--- src/rtl/core/cfp_pkg.sv ---
// Shared types and constants of the XOR checked frame parser.
// No dependencies; cfp_front, cfp_back and the top level import this package.
package cfp_pkg;

  localparam int MaxFrameLenDef = 256;
  localparam int MinFrameLen    = 5;
  localparam int CmdQDepth      = 2;
  localparam int ResQDepth      = 2;
  localparam int MemDepth       = 256;
  localparam logic [7:0] StartByteRst = 8'h02;

  // Request kinds, coded as the func field
  typedef enum logic [1:0] {
    OP_RECV  = 2'd0,
    OP_CLEAR = 2'd1,
    OP_READ  = 2'd2,
    OP_NOP   = 2'd3
  } op_e;

  typedef enum logic [1:0] {
    ST_NONE    = 2'd0,
    ST_DONE    = 2'd1,
    ST_LEN_ERR = 2'd2,
    ST_XOR_ERR = 2'd3
  } status_e;

  typedef enum logic [6:0] {
    PH_START  = 7'b0000001,
    PH_LEN_HI = 7'b0000010,
    PH_LEN_LO = 7'b0000100,
    PH_CMD    = 7'b0001000,
    PH_DATA   = 7'b0010000,
    PH_CHECK  = 7'b0100000,
    PH_READY  = 7'b1000000
  } phase_e;

  // Classified request from the front to the back
  typedef struct packed {
    op_e        op;
    logic [7:0] data;      // received byte or read index
    logic       is_start;  // data matches the start byte
  } cmd_t;

  typedef struct packed {
    status_e    status;
    logic       frame_ready;
    logic [7:0] command_code;
    logic [7:0] payload_length;
    logic [7:0] read_data;
  } res_t;

endpackage

--- src/rtl/core/cfp_fifo.sv ---
// Small register queue with full and empty flags, used on both sides of the parser.
// Depends on nothing; DEPTH must be a power of two, at least 2.
module cfp_fifo #(
  parameter int WIDTH = 8,
  parameter int DEPTH = 2
) (
  input  logic             clk_i,
  input  logic             rst_ni,
  input  logic             push_i,
  input  logic [WIDTH-1:0] data_i,
  output logic             full_o,
  input  logic             pop_i,
  output logic [WIDTH-1:0] data_o,
  output logic             empty_o
);

  localparam int PtrW = $clog2(DEPTH);
  localparam int CntW = $clog2(DEPTH + 1);

  logic [WIDTH-1:0] mem_q [DEPTH];
  logic [PtrW-1:0]  wr_ptr_q, wr_ptr_d;
  logic [PtrW-1:0]  rd_ptr_q, rd_ptr_d;
  logic [CntW-1:0]  cnt_q, cnt_d;
  logic             do_push, do_pop;

  assign full_o  = (cnt_q == CntW'(DEPTH));
  assign empty_o = (cnt_q == '0);
  assign do_push = push_i && !full_o;
  assign do_pop  = pop_i && !empty_o;
  assign data_o  = mem_q[rd_ptr_q];

  always_comb begin
    wr_ptr_d = wr_ptr_q;
    rd_ptr_d = rd_ptr_q;
    cnt_d    = cnt_q;
    if (do_push) wr_ptr_d = wr_ptr_q + 1'b1;
    if (do_pop)  rd_ptr_d = rd_ptr_q + 1'b1;
    if (do_push && !do_pop) cnt_d = cnt_q + 1'b1;
    else if (!do_push && do_pop) cnt_d = cnt_q - 1'b1;
  end

  always_ff @(posedge clk_i or negedge rst_ni) begin
    if (!rst_ni) begin
      wr_ptr_q <= '0;
      rd_ptr_q <= '0;
      cnt_q    <= '0;
    end else begin
      wr_ptr_q <= wr_ptr_d;
      rd_ptr_q <= rd_ptr_d;
      cnt_q    <= cnt_d;
    end
  end

  always_ff @(posedge clk_i) begin
    if (do_push) mem_q[wr_ptr_q] <= data_i;
  end

endmodule

--- src/rtl/core/cfp_front.sv ---
// Front of the parser: takes requests, classifies them and queues them.
// Depends on cfp_pkg and cfp_fifo.
module cfp_front (
  input  logic          clk_i,
  input  logic          rst_ni,
  input  logic          push_i,
  output logic          full_o,
  input  logic [1:0]    func_i,
  input  logic [7:0]    rx_byte_i,
  input  logic [7:0]    read_index_i,
  input  logic [7:0]    start_byte_i,
  output logic          cmd_valid_o,
  output cfp_pkg::cmd_t cmd_o,
  input  logic          cmd_pop_i
);
  import cfp_pkg::*;

  cmd_t cls;
  logic cmd_empty;

  always_comb begin
    cls.op       = op_e'(func_i);
    // a read carries its index, everything else the received byte
    cls.data     = (cls.op == OP_READ) ? read_index_i : rx_byte_i;
    cls.is_start = (rx_byte_i == start_byte_i);
  end

  cfp_fifo #(
    .WIDTH ($bits(cmd_t)),
    .DEPTH (CmdQDepth)
  ) u_cmd_q (
    .clk_i   (clk_i),
    .rst_ni  (rst_ni),
    .push_i  (push_i),
    .data_i  (cls),
    .full_o  (full_o),
    .pop_i   (cmd_pop_i),
    .data_o  (cmd_o),
    .empty_o (cmd_empty)
  );

  assign cmd_valid_o = !cmd_empty;

endmodule

--- src/rtl/core/cfp_back.sv ---
// Back of the parser: frame state machine, data byte store and result queue.
// Depends on cfp_pkg and cfp_fifo.
module cfp_back #(
  parameter int MAX_FRAME_LEN = cfp_pkg::MaxFrameLenDef
) (
  input  logic          clk_i,
  input  logic          rst_ni,
  input  logic          cmd_valid_i,
  input  cfp_pkg::cmd_t cmd_i,
  output logic          cmd_pop_o,
  output cfp_pkg::res_t res_o,
  output logic          empty_o,
  input  logic          pop_i
);
  import cfp_pkg::*;

  localparam int BcW = $clog2(MAX_FRAME_LEN + 1);
  localparam logic [15:0] MaxLen = 16'(MAX_FRAME_LEN);
  localparam logic [15:0] MinLen = 16'(MinFrameLen);

  phase_e           phase_q, phase_d;
  logic [15:0]      flen_q, flen_d;
  logic [BcW-1:0]   bcnt_q, bcnt_d;
  logic [7:0]       wpos_q, wpos_d;
  logic [7:0]       cmd_q, cmd_d;
  logic [7:0]       xor_q, xor_d;

  logic [7:0]       mem_q [MemDepth];
  logic [7:0]       rdata_q;
  logic             mem_we, mem_re;

  logic             s2_valid_q;
  res_t             s2_res_q, s2_res_d;
  logic             s2_hit_q, s2_hit_d;
  logic             exec, s2_move, res_full;
  logic [15:0]      plen_diff;
  res_t             res_push;
  logic [7:0]       b;

  assign b         = cmd_i.data;
  assign s2_move   = s2_valid_q && !res_full;
  assign exec      = cmd_valid_i && (!s2_valid_q || s2_move);
  assign cmd_pop_o = exec;

  always_comb begin
    phase_d  = phase_q;
    flen_d   = flen_q;
    bcnt_d   = bcnt_q;
    wpos_d   = wpos_q;
    cmd_d    = cmd_q;
    xor_d    = xor_q;
    mem_we   = 1'b0;
    mem_re   = 1'b0;
    s2_hit_d = 1'b0;
    s2_res_d.status = ST_NONE;

    case (cmd_i.op)
      OP_RECV: begin
        case (phase_q)
          PH_LEN_HI: begin
            flen_d  = {b, 8'h00};
            xor_d   = b;
            bcnt_d  = BcW'(2);
            phase_d = PH_LEN_LO;
          end
          PH_LEN_LO: begin
            flen_d = {flen_q[15:8], b};
            xor_d  = xor_q ^ b;
            bcnt_d = BcW'(3);
            if (flen_d < MinLen || flen_d > MaxLen) begin
              phase_d = PH_START;
              flen_d  = '0;
              bcnt_d  = '0;
              wpos_d  = '0;
              cmd_d   = '0;
              xor_d   = '0;
              s2_res_d.status = ST_LEN_ERR;
            end else begin
              phase_d = PH_CMD;
            end
          end
          PH_CMD: begin
            cmd_d   = b;
            xor_d   = xor_q ^ b;
            bcnt_d  = BcW'(4);
            wpos_d  = '0;
            phase_d = (flen_q == MinLen) ? PH_CHECK : PH_DATA;
          end
          PH_DATA: begin
            // keep at most 255 data bytes, still check all of them
            if (wpos_q != 8'hFF) begin
              mem_we = 1'b1;
              wpos_d = wpos_q + 8'd1;
            end
            xor_d  = xor_q ^ b;
            bcnt_d = bcnt_q + 1'b1;
            if ((16'(bcnt_q) + 16'd1) == (flen_q - 16'd1)) phase_d = PH_CHECK;
          end
          PH_CHECK: begin
            bcnt_d = bcnt_q + 1'b1;
            if (xor_q == b) begin
              phase_d = PH_READY;
              s2_res_d.status = ST_DONE;
            end else begin
              phase_d = PH_START;
              flen_d  = '0;
              bcnt_d  = '0;
              wpos_d  = '0;
              cmd_d   = '0;
              xor_d   = '0;
              s2_res_d.status = ST_XOR_ERR;
            end
          end
          PH_READY: begin
            // hold the verified frame, drop the byte
          end
          default: begin
            phase_d = PH_START;
            if (cmd_i.is_start) begin
              phase_d = PH_LEN_HI;
              bcnt_d  = BcW'(1);
            end
          end
        endcase
      end
      OP_CLEAR: begin
        phase_d = PH_START;
        flen_d  = '0;
        bcnt_d  = '0;
        wpos_d  = '0;
        cmd_d   = '0;
        xor_d   = '0;
      end
      OP_READ: begin
        mem_re   = 1'b1;
        s2_hit_d = (b < wpos_q);
      end
      default: begin
      end
    endcase

    plen_diff = flen_d - MinLen;
    s2_res_d.frame_ready  = (phase_d == PH_READY);
    s2_res_d.command_code = cmd_d;
    if (flen_d <= MinLen)          s2_res_d.payload_length = 8'd0;
    else if (plen_diff > 16'd255)  s2_res_d.payload_length = 8'hFF;
    else                           s2_res_d.payload_length = plen_diff[7:0];
    s2_res_d.read_data = 8'd0;
  end

  always_ff @(posedge clk_i or negedge rst_ni) begin
    if (!rst_ni) begin
      phase_q    <= PH_START;
      flen_q     <= '0;
      bcnt_q     <= '0;
      wpos_q     <= '0;
      cmd_q      <= '0;
      xor_q      <= '0;
      s2_valid_q <= 1'b0;
    end else begin
      if (exec) begin
        phase_q <= phase_d;
        flen_q  <= flen_d;
        bcnt_q  <= bcnt_d;
        wpos_q  <= wpos_d;
        cmd_q   <= cmd_d;
        xor_q   <= xor_d;
      end
      if (exec)         s2_valid_q <= 1'b1;
      else if (s2_move) s2_valid_q <= 1'b0;
    end
  end

  always_ff @(posedge clk_i) begin
    if (exec) begin
      s2_res_q <= s2_res_d;
      s2_hit_q <= s2_hit_d;
    end
  end

  // Data store: one write or one read per request, read data registered
  always_ff @(posedge clk_i) begin
    if (exec && mem_we) mem_q[wpos_q] <= b;
    if (exec && mem_re) rdata_q <= mem_q[b];
  end

  always_comb begin
    res_push = s2_res_q;
    res_push.read_data = s2_hit_q ? rdata_q : 8'd0;
  end

  cfp_fifo #(
    .WIDTH ($bits(res_t)),
    .DEPTH (ResQDepth)
  ) u_res_q (
    .clk_i   (clk_i),
    .rst_ni  (rst_ni),
    .push_i  (s2_valid_q),
    .data_i  (res_push),
    .full_o  (res_full),
    .pop_i   (pop_i),
    .data_o  (res_o),
    .empty_o (empty_o)
  );

endmodule

--- src/rtl/core/xor_checked_frame_parser.sv ---
// Top level of the XOR checked frame parser: APB register and front/back parts.
// Depends on cfp_pkg, cfp_front and cfp_back.
//
//   channel   direction  handshake              payload
//   request   in         push / full            func_i, rx_byte_i, read_index_i
//   result    out        empty / pop            status_o, frame_ready_o, command_code_o,
//                                               payload_length_o, read_data_o
//   config    in         psel/penable/pwrite    paddr, pwdata, prdata (start byte at 0)
//
// One request per cycle sustained while the result side keeps up; a result passes from
// the request queue through the frame state update, together with the data store read
// register, into the result queue and can be popped from the cycle after it enters.
// Reset clears the queues and the frame state and sets the start byte to 0x02;
// the data store is not cleared. A stalled result side fills the two-entry result
// queue, the one-entry stage register and the two-entry request queue: full rises at five held requests.
module xor_checked_frame_parser #(
  parameter int MAX_FRAME_LEN = cfp_pkg::MaxFrameLenDef
) (
  input  logic        clk_i,
  input  logic        rst_ni,
  input  logic        push,
  output logic        full,
  input  logic [1:0]  func_i,
  input  logic [7:0]  rx_byte_i,
  input  logic [7:0]  read_index_i,
  output logic        empty,
  input  logic        pop,
  output logic [1:0]  status_o,
  output logic        frame_ready_o,
  output logic [7:0]  command_code_o,
  output logic [7:0]  payload_length_o,
  output logic [7:0]  read_data_o,
  input  logic        psel,
  input  logic        penable,
  input  logic        pwrite,
  input  logic [1:0]  paddr,
  input  logic [31:0] pwdata,
  output logic [31:0] prdata,
  output logic        pready
);
  import cfp_pkg::*;

  logic [7:0] start_byte_q;
  logic       cmd_valid, cmd_pop;
  cmd_t       cmd;
  res_t       res;

  assign pready = 1'b1;
  assign prdata = (paddr == 2'd0) ? {24'd0, start_byte_q} : 32'd0;

  always_ff @(posedge clk_i or negedge rst_ni) begin
    if (!rst_ni) begin
      start_byte_q <= StartByteRst;
    end else if (psel && penable && pwrite && (paddr == 2'd0)) begin
      start_byte_q <= pwdata[7:0];
    end
  end

  cfp_front u_front (
    .clk_i        (clk_i),
    .rst_ni       (rst_ni),
    .push_i       (push),
    .full_o       (full),
    .func_i       (func_i),
    .rx_byte_i    (rx_byte_i),
    .read_index_i (read_index_i),
    .start_byte_i (start_byte_q),
    .cmd_valid_o  (cmd_valid),
    .cmd_o        (cmd),
    .cmd_pop_i    (cmd_pop)
  );

  cfp_back #(
    .MAX_FRAME_LEN (MAX_FRAME_LEN)
  ) u_back (
    .clk_i       (clk_i),
    .rst_ni      (rst_ni),
    .cmd_valid_i (cmd_valid),
    .cmd_i       (cmd),
    .cmd_pop_o   (cmd_pop),
    .res_o       (res),
    .empty_o     (empty),
    .pop_i       (pop)
  );

  assign status_o         = res.status;
  assign frame_ready_o    = res.frame_ready;
  assign command_code_o   = res.command_code;
  assign payload_length_o = res.payload_length;
  assign read_data_o      = res.read_data;

endmodule
--- config.mk ---
export PLATFORM = sky130hd
export DESIGN_NAME = xor_checked_frame_parser
export DESIGN_NICKNAME = d
export VERILOG_FILES = /design/src/rtl/core/cfp_pkg.sv /design/src/rtl/core/cfp_fifo.sv /design/src/rtl/core/cfp_front.sv /design/src/rtl/core/cfp_back.sv /design/src/rtl/core/xor_checked_frame_parser.sv
export SDC_FILE = /design/constraint.sdc
export NUM_CORES = 2
export LEC_CHECK = 0
export ABC_AREA = 1
export BUFFER_PORTS_ARGS = -buffer_cell sky130_fd_sc_hd__buf_4
export CORE_ASPECT_RATIO = 1.5
export CORE_MARGIN = 10
export CORE_UTILIZATION = 45
export CTS_BUF_LIST = sky130_fd_sc_hd__clkbuf_4 sky130_fd_sc_hd__clkbuf_8
export DETAILED_ROUTE_END_ITERATION = 16
export PLACE_DENSITY = 0.63
export SLEW_MARGIN = 5
export SYNTH_ARGS = -nofsm -noshare
export SYNTH_HDL_FRONTEND = slang
export SYNTH_SLANG_ARGS = --single-unit
--- constraint.sdc ---
create_clock -name clk_i -period 16.5 [get_ports clk_i]
set_input_delay 0 -clock clk_i [delete_from_list [all_inputs] [get_ports clk_i]]
set_output_delay 0 -clock clk_i [all_outputs]
set_load 0.1 [all_outputs]
Word-level counts from Yosys, hierarchy flattened:

Memories as Yosys holds them, arrays and structs flattened. A register that Yosys moved wholly into a read port is not among the register bits.
Index checks and enable logic that the tools add are counted.

* register bits: 93
* input port bits: 59
* output and inout port bits: 62
* memory bits (writable): 2124
* memories: 3
* logic and storage cells: 153

* add/sub/neg operators: 13
* equal/unequal tests: 24
* reduce and logical (&&, ||, !) cells: 37
* $lt $le $gt $ge: 5
* bitwise gates (word level): 1
* mux-type cells: 51

Memories
* u_back.mem_q: words 256, bits a word 8, rd ports 1, clocked after Yosys merged registers in 1, write ports 1, RTL line cfp_back.sv:28 `logic [7:0] mem_q [MemDepth];`
* u_back.u_res_q.mem_q: words 2, bits a word 27, rd ports 1, clocked after Yosys merged registers in 0, write ports 1, RTL line cfp_fifo.sv:20 `logic [WIDTH-1:0] mem_q [DEPTH];`
* u_front.u_cmd_q.mem_q: words 2, bits a word 11, rd ports 1, clocked after Yosys merged registers in 0, write ports 1, RTL line cfp_fifo.sv:20

Operators with widths (number)
* 2-to-1 mux 8 bit: 10
* case mux 8 bit (4 select lines): 2
* case mux 9 bit (6 select lines): 1
* case mux 16 bit (3 select lines): 1
* case mux 8 bit (2 select lines): 3
* case mux 7 bit (6 select lines): 1
* 2-to-1 mux 16 bit: 2
* case mux 16 bit (2 select lines): 1
* case mux 8 bit (3 select lines): 1
* 2-to-1 mux 9 bit: 2
* case mux 9 bit (2 select lines): 1
* == test 16 bit: 1
* == test 16 x 3 -> 1 bit (second input constant): 1
* == test 8 bit: 2
* greater-than comparator 16 x 8 -> 1 bit (second input constant): 1
* greater-than comparator 16 x 9 -> 1 bit (second input constant): 1
* less-or-equal comparator 16 x 3 -> 1 bit (second input constant): 1
* less-than comparator 16 x 3 -> 1 bit (second input constant): 1
* 2-to-1 mux 2 bit: 8
* subtractor 16 x 1 -> 16 bit (second input constant): 1
* subtractor 16 x 3 -> 16 bit (second input constant): 1
* == test 7 bit (second input constant): 2
* logical AND 1 bit: 14
* 2-to-1 mux 7 bit: 2
* 34 further kinds: 70

Logic depth before layout (Yosys ltp):

* word-level depth: 9
* gate-level depth with buffers: 24
* depth with buffers taken out: 23

Modules after synthesis:

Synthesis repeated with hierarchy kept, for this count alone.

* cells, all modules: 7113
* area, all modules: 90575.6 µm²

By module, submodules not included
* cfp_back: area an instance 86415.4 µm², instances 1, sequential area each 63767.4 µm², cells each 6704
* cfp_fifo (u_back.u_res_q): area an instance 2192.1 µm², instances 1, sequential area each 1721.7 µm², cells each 172
* cfp_fifo (u_front.u_cmd_q): area an instance 1028.5 µm², instances 1, sequential area each 760.7 µm², cells each 89
* xor_checked_frame_parser: area an instance 619.3 µm², instances 1, sequential area each 201.4 µm², cells each 81
* cfp_front: area an instance 320.3 µm², instances 1, sequential area each 0.0 µm², cells each 67

Worst setup path before layout:

No wires, ideal clock.

* kind: register to register
* start point: reg u_front.u_cmd_q.rd_ptr_q
* end point: reg u_back.rdata_q[6], read port of u_back.mem_q (data pin)
* slack: 9.723 ns
* data arrival time: 6.621 ns
* clock period less this slack: 6.777 ns
* stages on the path, launching flop included: 16
* required time: 16.344 ns
* buffers on the path: 4
* setup time: 0.156 ns
* cell sequence: dfrtp_1 buf_6 nand2_1 nand2_2 clkinv_1 buf_2 clkbuf_1 clkbuf_1 o21ai_0 o22ai_1 nand2_1 nand3_1 nand3_1 nand3_1 nand3_1 nand2_1

RTL lines
* from (decl): RTL line cfp_fifo.sv:22 `logic [PtrW-1:0] rd_ptr_q, rd_ptr_d;`
* from (signal assigned): RTL line cfp_fifo.sv:49 `rd_ptr_q <= rd_ptr_d;`
* to (decl): RTL line cfp_back.sv:29 `logic [7:0] rdata_q;`

Worst setup path in the final report:

* start point: reg u_front.u_cmd_q.rd_ptr_q
* end point: mem u_back.mem_q[32][3] (netlist: u_back.mem_q[8][3]), enable pin

* longest elaborated chain between the ends: 6

Ends and longest elaborated chain
* memory read (2 x 11 bit)
* zero test 2 bit: RTL line cfp_back.sv:57 `case (cmd_i.op)`
* 2-to-1 mux 1 bit: RTL line cfp_back.sv:57
* logical AND 1 bit: RTL line cfp_back.sv:183 `if (exec && mem_we) mem_q[wpos_q] <= b;`
* 2-to-1 mux 1 bit: RTL line cfp_back.sv:183
* 2-to-1 mux 1 bit (not written as such): RTL line cfp_back.sv:183
* to (decl): RTL line cfp_back.sv:28

No other way between the ends.

==> out/metrics.csv <==
stage;metric;value;unit
global_routing;grt_pass1_vias;57670;
layout;finish.utilization;49.92;%
placement;place_ws;10.66;ns
synthesis;synth_edf_count;2152;
sta;period_needed;5.928;ns
min_path;hp-class;input pin to register;
die;die_y;568.6;um
die;core-area;199700;um2
global_routing;grt_pass1_wl;358800;um
sta;period_share;35.93;%
sta;hold_viol;0;
sta;rsz0062_at_grt;no;
power_and_ir_drop;ir_drop;0.0001762;V
clock_network;post_cts_buffers;0;
layout;instances_no_fill;10070;
sta;maxSlewViolCount;0;
clock_network;h-tree-depth;5;
die;chipWidth;385.8;um
critical_path;slowest_delay;0.87;ns
flow_run;cap_viol_max_count;0;
power_and_ir_drop;p_leak;32.12;nW
critical_path;required;16.99;ns
routing;routed_wirelength;240200;um
synthesis;synthFlopType;edfxtp_1;
routing;vias_per_cell;5.835;
synthesis;ys_seq_elements;2225;
synthesis;syn_area_per_cell;12.63;um2
power_and_ir_drop;power.density;183.4;nW/um2
routing;drc_errors;0;
layout;nets;7287;
critical_path;crit_path_frequent_cell;nand2_1;
power_and_ir_drop;p_total;18.28;mW
clock_network;cts-root-buf;clkbuf_8;
critical_path;crit_path_end_kind;register;
placement;place_congestion;0.8823;
clock_network;cts_buffer_depth;4;
routing;wl_per_cell;23.85;um
placement;dpl.hpwl;133900;um
sta;setup-tns-final;0;ns
critical_path;critPathMaxFanout;70;
outcome;status;finished clean;
routing;drtIter0Drc;6032;
clock_network;clkTransAtPathRegs;0.06;ns
routing;ant_nets;0;
layout;nFillCells;17050;
die;initial_core_util;45.22;%
synthesis;syn_inst;7148;
clock_network;cts_hold_buf;72;
critical_path;arrival;6.42;ns
sta;setup_slack;10.57;ns
routing;dr_total_vias;58770;
die;die_area;219300;um2
critical_path;crit_type;register to register;
global_routing;grt_max_degree;231;
critical_path;cp_num_buf_inv;3;
die;io_pins;121;
synthesis;synthesis.area;90300;um2
clock_network;cts_tree;done;
global_routing;grt.overflow.total;0;
layout;syn2layout_area_growth;10.39;%
synthesis;ys_warn_count;0;
sta;fin_worst_skew;0.07556;ns
synthesis;async_reset_ff_share;3.281;%
die;row_count;201;
global_routing;antenna_found_initial;5;
critical_path;crit_family;simple AND/OR/NAND/NOR gates;
placement;numPortBuffers;71;
clock_network;clock_sinks;2225;
synthesis;synth_cell_types;61;
global_routing;grt_use_total;21.20;%
sta;fmax;0.1687;GHz
synthesis;ys_seq_area_share;73.59;%
clock_network;numCtsBuffers;318;
sta;tightest_slew;1.290;ns
layout;drive_gt1_share;10.07;%
sta;setup_viol;0;
placement;dp.cells;9456;
critical_path;cp_slowest_cell;nor2_1;
routing;dr.pass1.iters;5;
critical_path;path_cells;buf_4, inv_2, nand2_1, nand2_4, buf_4, nand2_1, a21oi_2, nand2_2, nand3_4, nor2_4, nor2_4, nand2_4, nor3_2, nand2_1, nor2_1;
sta;slew_headroom;13.31;%
clock_network;clkLatencyLatePin;0.93;ns
clock_network;cts_resized;0;
critical_path;start_kind;register;
-- flip-flops by register name, summed over array words and instances (netlist names), 8 cells and up --
register / count
start_byte_q: 8
u_back.cmd_q: 8
u_back.rdata_q: 8
u_back.bcnt_q: 9
u_back.wpos_q: 8
u_back.u_res_q.mem_q: 54
u_back.mem_q: 2048
u_back.res_push: 19
u_back.xor_q: 8
u_back.flen_q: 16
u_front.u_cmd_q.mem_q: 22
-- metrics by stage --
stage | hold WS, ns | area (um2)
final | 0.1073 | 99680
after global routing | 0.07205 | 99680
after CTS | 0.02709 | 99670
after detailed placement | 0.2081 | 93040
after global placement | 0.2032 | 93040
after floorplan | -0.2956 | 90410
-- final cells by class --
type | count | area (um2) | area share [%]
clock buffers | 433 | 5303 | 5.320
multi-input cells | 4271 | 21330 | 21.39
diodes | 3 | 7.507 | 0.007531
clock inverters | 108 | 591.8 | 0.5937
repair buffers | 228 | 2072 | 2.079
flip-flops and latches | 2225 | 66450 | 66.66
inverters | 165 | 629.4 | 0.6314
well taps | 2639 | 3302 | 3.312
-- tightest hold or removal path: stages --
cell and delay (ns):
dlygate4sd3_1 0.54, buf_4 0.14, inv_1 0.06, a21oi_1 0.09
-- Yosys cell counts, types with 6 or more instances --
cell type  number  area (um2)
inv_2          11       41.29
dfrtp_1        71        1777
mux2_2          6       67.56
nor2_2          9       56.30
nand3_1       302        1511
nand2_2        27       168.9
a31oi_1        31       193.9
a21oi_1       139       695.7
o311ai_0       10       87.58
xor2_1         25       219.0
clkbuf_1      390        1464
o22ai_1       341        2133
buf_1          20       75.07
nor2_4          8       90.09
inv_1         152       570.6
nor3_1         11       55.05
o211ai_1       67       503.0
nand2_4         6       67.56
buf_4          28       210.2
ha_1           19       237.7
nand2_1       467        1753
nor2_1       1404        5270
o221ai_1      199        1743
xnor2_1        12       105.1
o21ai_0      1094        5475
edfxtp_1     2152       64620
nand4_1        11       68.82
buf_2          74       370.4
-- cells by family after synthesis --
| kind of cell | Yosys count | share of synthesized area, % |
|---|---|---|
| other cells | 2 | 0.008317 |
| mux | 6 | 0.07482 |
| fa+ha+maj | 19 | 0.2633 |
| xor+xnor | 37 | 0.3589 |
| simple gates | 2268 | 10.31 |
| buf+inv | 683 | 3.112 |
| flops | 2225 | 73.59 |
| compound gates | 1908 | 12.28 |
-- routing by layer --
layer	vias to the layer above	global-route usage (%)	share of wire (%)
met5	-	0	0.011
met4	4	11.01	5.5
met3	581	3.569	7.3
met2	2500	35.72	50
met1	29180	26.08	37
li1	26510	-	-
-- where the power goes --
group / total (mW) / switching [mW] / internal (mW)
Combinational: 6.80 / 5.27 / 1.53
Clock: 4.16 / 2.03 / 2.13
Sequential: 7.32 / 0.0821 / 7.24
Total: 18.3 / 7.38 / 10.9
-- worst paths after layout --
path                                                            from                                    end  slack, ns  depth (start not counted)
min in group asynchronous                                     rst_ni          u_back.phase_q[0]$_DFFE_PN1P_       0.22                          3
worst max-delay path            u_front.u_cmd_q.rd_ptr_q$_DFFE_PN0P_           u_back.mem_q[8][3]$_DFFE_PP_      10.57                         15
worst max register to register  u_front.u_cmd_q.rd_ptr_q$_DFFE_PN0P_           u_back.mem_q[8][3]$_DFFE_PP_      10.57                         15
worst min register to register         u_back.res_push[16]$_DFFE_PP_  u_back.u_res_q.mem_q[1][16]$_DFFE_PP_       0.44                          0
worst min-delay path                                    rx_byte_i[2]  u_front.u_cmd_q.mem_q[0][3]$_DFFE_PP_       0.11                          4
max in group asynchronous                                     rst_ni            u_back.cmd_q[1]$_DFFE_PN0P_      15.86                          4
-- cell usage in the layout (no fill, tap or decap), types with 7 or more instances in the layout --
cell type	count
nor2_1	1401
o22ai_1	341
edfxtp_1	2152
nor3_1	11
o21ai_0	1093
nand3_1	294
nor2_4	9
dfrtp_1	71
buf_12	13
nand3_2	9
conb_1	33
clkbuf_8	328
clkinv_1	67
nand2_2	26
o221ai_1	199
a21oi_1	139
clkbuf_4	105
nand2_1	460
inv_1	150
inv_2	12
buf_4	143
xor2_1	25
a31oi_1	31
nand2_4	8
o211ai_1	67
dlygate4sd3_1	71
clkinv_2	23
clkinvlp_4	7
xnor2_1	12
ha_1	19
nor2_2	11
o311ai_0	10
nand4_1	11
No activity file was read; power rests on OpenSTA's default activity.
